**src/hdl/qrs_pkg.sv**
```systemverilog
// Shared types, constants and step functions of the quadratic root solver.
package qrs_pkg;

   localparam int CW         = 32;
   localparam int FB         = 16;
   localparam int THR_W      = 16;
   localparam int DW         = 2 * CW + 1;
   localparam int SQ_W       = CW + 1;
   localparam int SI_W       = 2 * SQ_W;
   localparam int SR_W       = SQ_W + 4;
   localparam int NB_W       = CW + 1;
   localparam int NUM_W      = CW + 3;
   localparam int NM_W       = NUM_W - 1;
   localparam int DM_W       = CW + 1;
   localparam int DR_W       = DM_W + 1;
   localparam int QW         = NM_W + FB;
   localparam int DIV_LAT    = QW + 2;
   localparam int FIFO_DEPTH = 4;
   localparam int FP_W       = $clog2(FIFO_DEPTH);
   localparam int FC_W       = FP_W + 1;
   // clock edges from an input transfer to the edge of its result transfer
   localparam int RSP_LATENCY = SQ_W + QW + 6;

   localparam logic [THR_W-1:0] THR_RESET = THR_W'(1);

   localparam logic [1:0] CNT_NONE = 2'd0;
   localparam logic [1:0] CNT_ONE  = 2'd1;
   localparam logic [1:0] CNT_TWO  = 2'd2;
   localparam logic [1:0] CNT_INF  = 2'd3;

   localparam logic [CW-1:0] SAT_MAX = {1'b0, {(CW-1){1'b1}}};
   localparam logic [CW-1:0] SAT_MIN = {1'b1, {(CW-1){1'b0}}};

   typedef struct packed {
      logic signed [CW-1:0] coef_a;
      logic signed [CW-1:0] coef_b;
      logic signed [CW-1:0] coef_c;
   } qrs_req_type;

   typedef struct packed {
      logic [1:0]           root_count;
      logic signed [CW-1:0] first_root;
      logic signed [CW-1:0] second_root;
      logic                 overflow;
   } qrs_rsp_type;

   typedef struct packed {
      logic [1:0]             count;
      logic [DW-1:0]          disc;
      logic signed [NB_W-1:0] numbase;
      logic signed [NB_W-1:0] den;
   } qrs_work_type;

   typedef struct packed {
      logic valid;
      logic almost_full;
   } qrs_fifo_stat_type;

   typedef struct packed {
      logic [SR_W-1:0] rem;
      logic [SQ_W-1:0] root;
      logic [SI_W-1:0] rad;
   } qrs_sq_type;

   typedef struct packed {
      logic [DR_W-1:0] rem;
      logic [QW-1:0]   dq;
      logic [DM_W-1:0] dvs;
      logic            neg;
   } qrs_div_type;

   function automatic logic [CW-1:0] mag(input logic signed [CW-1:0] x);
      return x[CW-1] ? CW'(-x) : CW'(x);
   endfunction

   // one digit of the integer square root
   function automatic qrs_sq_type sq_step(input qrs_sq_type x);
      logic [SR_W-1:0] r;
      logic [SR_W-1:0] t;
      qrs_sq_type      y;
      r = {x.rem[SR_W-3:0], x.rad[SI_W-1 -: 2]};
      t = {2'b00, x.root, 2'b01};
      y.rad = {x.rad[SI_W-3:0], 2'b00};
      if (r >= t) begin
         y.rem  = r - t;
         y.root = {x.root[SQ_W-2:0], 1'b1};
      end else begin
         y.rem  = r;
         y.root = {x.root[SQ_W-2:0], 1'b0};
      end
      return y;
   endfunction

   // one quotient bit of restoring division
   function automatic qrs_div_type div_step(input qrs_div_type x);
      logic [DR_W-1:0] r;
      qrs_div_type     y;
      y = x;
      r = {x.rem[DR_W-2:0], x.dq[QW-1]};
      y.dq = {x.dq[QW-2:0], 1'b0};
      if (r >= DR_W'(x.dvs)) begin
         r = r - DR_W'(x.dvs);
         y.dq[0] = 1'b1;
      end
      y.rem = r;
      return y;
   endfunction

endpackage

```
**src/hdl/qrs_fifo.sv**
```systemverilog
// Short queue between the front end and the back end.
module qrs_fifo (
   input  logic                       clock,
   input  logic                       reset,
   input  logic                       push,
   input  qrs_pkg::qrs_work_type      push_data,
   input  logic                       pop,
   output qrs_pkg::qrs_work_type      pop_data,
   output qrs_pkg::qrs_fifo_stat_type stat
);
   import qrs_pkg::*;

   qrs_work_type    mem_ff [FIFO_DEPTH];
   logic [FP_W-1:0] wr_ptr_ff, rd_ptr_ff;
   logic [FC_W-1:0] count_ff, count_in;
   logic            do_pop;

   assign do_pop = pop && (count_ff != '0);

   always_comb begin
      count_in = count_ff;
      if (push && !do_pop) begin
         count_in = count_ff + FC_W'(1);
      end else if (!push && do_pop) begin
         count_in = count_ff - FC_W'(1);
      end
   end

   always_ff @(posedge clock) begin
      if (reset) begin
         wr_ptr_ff <= '0;
         rd_ptr_ff <= '0;
         count_ff  <= '0;
      end else begin
         count_ff <= count_in;
         if (push) begin
            wr_ptr_ff <= wr_ptr_ff + FP_W'(1);
         end
         if (do_pop) begin
            rd_ptr_ff <= rd_ptr_ff + FP_W'(1);
         end
      end
   end

   always_ff @(posedge clock) begin
      if (push) begin
         mem_ff[wr_ptr_ff] <= push_data;
      end
   end

   assign pop_data         = mem_ff[rd_ptr_ff];
   assign stat.valid       = (count_ff != '0);
   assign stat.almost_full = (count_ff >= FC_W'(FIFO_DEPTH - 2));

endmodule

```
**config.mk**
```make
export PLATFORM = sky130hd
export DESIGN_NAME = qrs_fifo
export DESIGN_NICKNAME = d
export VERILOG_FILES = /design/src/hdl/qrs_pkg.sv /design/src/hdl/qrs_fifo.sv
export SDC_FILE = /design/constraint.sdc
export NUM_CORES = 1
export LEC_CHECK = 0
export ABC_CLOCK_PERIOD_IN_PS = 13510
export BUFFER_PORTS_ARGS = -buffer_cell sky130_fd_sc_hd__buf_2
export CAP_MARGIN = 10
export CORE_MARGIN = 10
export CORE_UTILIZATION = 35
export DETAILED_ROUTE_END_ITERATION = 6
export PLACE_DENSITY = 0.52
export SETUP_SLACK_MARGIN = 0.3
export SLEW_MARGIN = 5
export SYNTH_ARGS = -nofsm -noshare
export SYNTH_HDL_FRONTEND = slang
export SYNTH_SLANG_ARGS = --single-unit
```
**constraint.sdc**
```tcl
create_clock -name clock -period 13.51 [get_ports clock]
set_clock_uncertainty 0.05 [all_clocks]
set_input_delay 2.702 -clock clock [delete_from_list [all_inputs] [get_ports clock]]
set_output_delay 2.702 -clock clock [all_outputs]
set_load 0.02 [all_outputs]
```
Yosys cells after proc, flatten, opt, wreduce, memory -nomap -nowiden
Memory sizes are Yosys's and may differ from the RTL's. A register that Yosys moved wholly into a read port is not among the register bits.
Cells that the tools add are included.
{ "word_totals": {"reg_bits": 7, "ramBits": 532, "input_bits": 137, "out_inout_bits": 135, "word_cells": 22, "memories": 1} }
{ "mem_list": {"columns": ["name", "depth", "word_bits", "rd", "rd_ports_with_merged_regs", "write_ports", "line_no", "source"], "rows": [
  ["mem_ff", 4, 133, 1, 1, 1, "qrs_fifo.sv:13", "qrs_work_type mem_ff [FIFO_DEPTH];"]
]} }
{ "op_classes": {"n_addsub": 4, "order_cmp": 1, "muxes": 6, "reduce_logical": 7} }
{ "op_table": {"columns": ["operator", "n"], "rows": [
  ["3-bit two-way mux", 2],
  ["2-bit by 1-bit adder with 2-bit output (second input constant)", 2],
  ["2-bit two-way mux", 2],
  ["3-bit by 1-bit adder with 3-bit output (second input constant)", 1],
  ["3-bit by 2-bit greater-or-equal comparator with 1-bit output (second input constant)", 1],
  ["1-bit logical AND", 3],
  ["3-bit nonzero test", 1],
  ["3-bit by 1-bit subtractor with 3-bit output (second input constant)", 1],
  ["1-bit zero test", 2],
  ["1-bit two-way mux", 2],
  ["2-bit nonzero test", 1]
]} }

Logic depth before layout (Yosys ltp)
{ "logic_depth": {"depth_word": 5, "depth_mapped": 7, "ltp_nobuf": 7} }

Worst setup path before layout
OpenSTA, ideal clock, no wires.
{ "synth_timing": {"path_kind": "input-to-reg", "start": "input port push", "end": "memory mem_ff[0][0] in the netlist's numbering, enable pin", "setup_time_ns": 0.508, "t_arrival_ns": 5.746, "required_ns": 12.952, "setup_slack_ns": 7.206, "cell_stages": 1, "path_buffers": 0, "cell_sequence": "and2_1"} }
{ "synth_via": {"elab_chain_cells": 2} }
{ "synth_rtl": {"columns": ["element", "line_no", "source"], "rows": [
  ["from (decl)", "qrs_fifo.sv:5", "input logic push,"],
  ["1-bit two-way mux", "qrs_fifo.sv:46", "if (push) begin"],
  ["1-bit two-way mux (not written as such)", "qrs_fifo.sv:47", "mem_ff[wr_ptr_ff] <= push_data;"],
  ["to (decl)", "qrs_fifo.sv:13", null]
]} }
Every way passes these cells.

==> run_results.csv <==
group,metric,value,unit
clock_tree,clockRootBuffer,"clkbuf_16",
sta,worst_hold_slack,481,ps
drt,ant_nets,0,
yosys,yosysTopAreaCellShare,0.815,
clock_tree,clock-sinks,541,
pwr,p_sw_frac,0.279,
final_layout,layout-drive-gt1-share,0.450,
global_route,globalRouteTotalUtil,0.124,
global_route,grt_pass1_vias,9598,
sta,rsz0062_at_grt,"no",
die,fp.coreArea,55300,um2
yosys,synth_area_leaders,"edfxtp_1 81%, mux4_2 15%, dfxtp_1 0.92%",
sta,layout_setup_ws,7240,ps
yosys,synth-main-ff-cell,"edfxtp_1",
min_path,hp-class,"reg2reg",
final_layout,multi_input_comb_area,3250,um2
pwr,leakage,0.00771,uW
drt,first_iter_violations,586,
global_route,antenna_found_initial,7,
pwr,intPower,3130,uW
setup_path,critPathKind,"reg2out",
drt,wire_per_inst,22.3,um
yosys,synth_edf_count,532,
drt,vias,8713,
sta,max_slew_margin,0.321,
sta,finalHoldViolCount,0,
place,gp_congestion,0.669,
yosys,synth_nets,882,
yosys,yosysSeqAreaShare,0.824,
yosys,ys_warn_count,0,
yosys,synth-async-reset-ratio,0,
die,die_x,257,um
setup_path,required,10760,ps
pwr,pwr-share-comb,0.228,
pwr,ir_drop,112,uV
global_route,grt_max_degree,62,
drt,dr.pass1.iters,6,
run_status,status,"finished, final reports clean",
final_layout,final_common_cell,"edfxtp_1",
yosys,synth_area,19600,um2
sta,fin_tns_setup,0,ps
sta,max_freq,160,MHz
yosys,synth_cell_types,20,
sta,min_period,6270,ps
final_layout,register_area,16200,um2
clock_tree,cts_tree,"done",
pwr,p_seq_frac,0.456,
sta,setup_viol,0,
clock_tree,h-tree-depth,2,
pwr,power.density,185,nW/um2
clock_tree,worstSkewPairLatency,580,ps
min_path,holdPathStages,2,
setup_path,start_kind,"flop",
clock_tree,hold_buffers,0,
setup_path,worstPathArrival,3510,ps
die,die_area,65900,um2
drt,drc,0,
die,initial_core_util,0.355,
clock_tree,ctsResizeCount,0,
final_layout,final_cell_mix,"532 x edfxtp_1, 271 x buf_2, 133 x mux4_2",
drt,wirelength,41000,um
die,pin_count,272,
drt,viasPerCell,4.74,
yosys,synth_cells,739,
job,max_cap_violations,0,
setup_path,end_kind,"primary output",
clock_tree,numCtsBuffers,57,
final_layout,fin_nets,1194,
final_layout,area_growth,19.4,%
pwr,switching_power,1210,uW
clock_tree,cts.clk_slew.worst_paths,60,ps
place,place.port_buffers,271,
die,rows,86,
die,die-height,257,um
setup_path,ff2ff_path_depth,4,
sta,period_share,0.464,
setup_path,crit_fanout,42,
clock_tree,ctsLongestPathBuffers,3,
final_layout,fillers,4891,
global_route,grt-ovfl-total,0,
pwr,clkPwrFrac,0.316,
global_route,grt_first_pass_wirelength,62100,um
sta,slew_violations,0,
clock_tree,cts_setup_buffers,0,
place,place_ws,7680,ps
yosys,syn_avg_cell_area,26.5,um2
place,hpwl,24300,um
yosys,synth_area_leader_cell,"edfxtp_1",
yosys,synth_seq_cells,541,
sta,worstMarginPinSlew,1020,ps
-- worst max-delay path, stage by stage, from the launching register on --
cell	delay, ps
dfxtp_4	590
buf_4	640
buf_4	760
mux4_2	650
buf_2	190
-- routing by layer --
layer	vias up	track usage	wire, um
li1	3822	-	-
met1	4584	0.156	17200
met2	222	0.201	20200
met5	-	0	76
met4	12	0.0375	876
met3	73	0.0388	2600
-- sequential cells by signal, indices dropped and copies added, names as in the netlist, named ones only --
name / count
rd_ptr_ff: 2
wr_ptr_ff: 2
mem_ff: 532
count_ff: 3
-- power groups by stage --
stage / combinational, uW / clock, uW / sequential [uW]
after floorplan: 730 / 0 / 1990
after global placement: 1020 / 0 / 2010
after detailed placement: 1020 / 0 / 2010
after CTS: 1030 / 1420 / 1980
after global routing: 1070 / 1490 / 1990
final: 990 / 1370 / 1980
-- path summary, 6_finish.rpt --
| path | startpoint | end | slack, ps |
|---|---|---|---|
| worst max-delay path | flop | pop_data[60] | 7240 |
| worst min-delay path | rd_ptr_ff[0] | rd_ptr_ff[0] | 480 |
| worst max register to register | wr_ptr_ff[0] | mem_ff[0][69] | 11160 |
| worst min register to register | rd_ptr_ff[0] | rd_ptr_ff[0] | 480 |
-- layout make-up --
| cell class | count | share of cell area |
|---|---|---|
| diodes | 1 | 0.000107 |
| clock buffers | 76 | 0.0644 |
| clock inverters | 22 | 0.00422 |
| inverters | 3 | 0.000481 |
| multi-input cells | 164 | 0.139 |
| flip-flops and latches | 541 | 0.690 |
| well taps | 748 | 0.0400 |
| repair buffers | 284 | 0.0621 |
-- synth_stat cells, drive strengths merged, types with 2 or more instances --
library cell and number:
edfxtp 532, mux4 133, buf 24, dfxtp 9, clkbuf 7, nor2 7, ha 5, and2 4
xor2 4, inv 3, mux2i 2, or3 2
-- cell families after synthesis --
group / after synthesis / share of synthesized area
compound gates: 4 / 0.00134
xor+xnor: 5 / 0.00223
fa+ha+maj: 6 / 0.00421
buf+inv: 34 / 0.0109
flops: 541 / 0.824
mux: 135 / 0.154
simple gates: 14 / 0.00357
-- per-stage QoR --
stage	instances	cell area (um2)	power, uW	util
6_report	1839	23400	4340	0.423
4_1_cts	1838	23400	4420	0.423
2_1_floorplan	739	19600	2720	-
5_1_grt	1838	23400	4550	0.423
3_3_place_gp	1740	21800	3030	0.394
3_5_place_dp	1740	21800	3040	0.394
(Power assumes the default switching activity.)
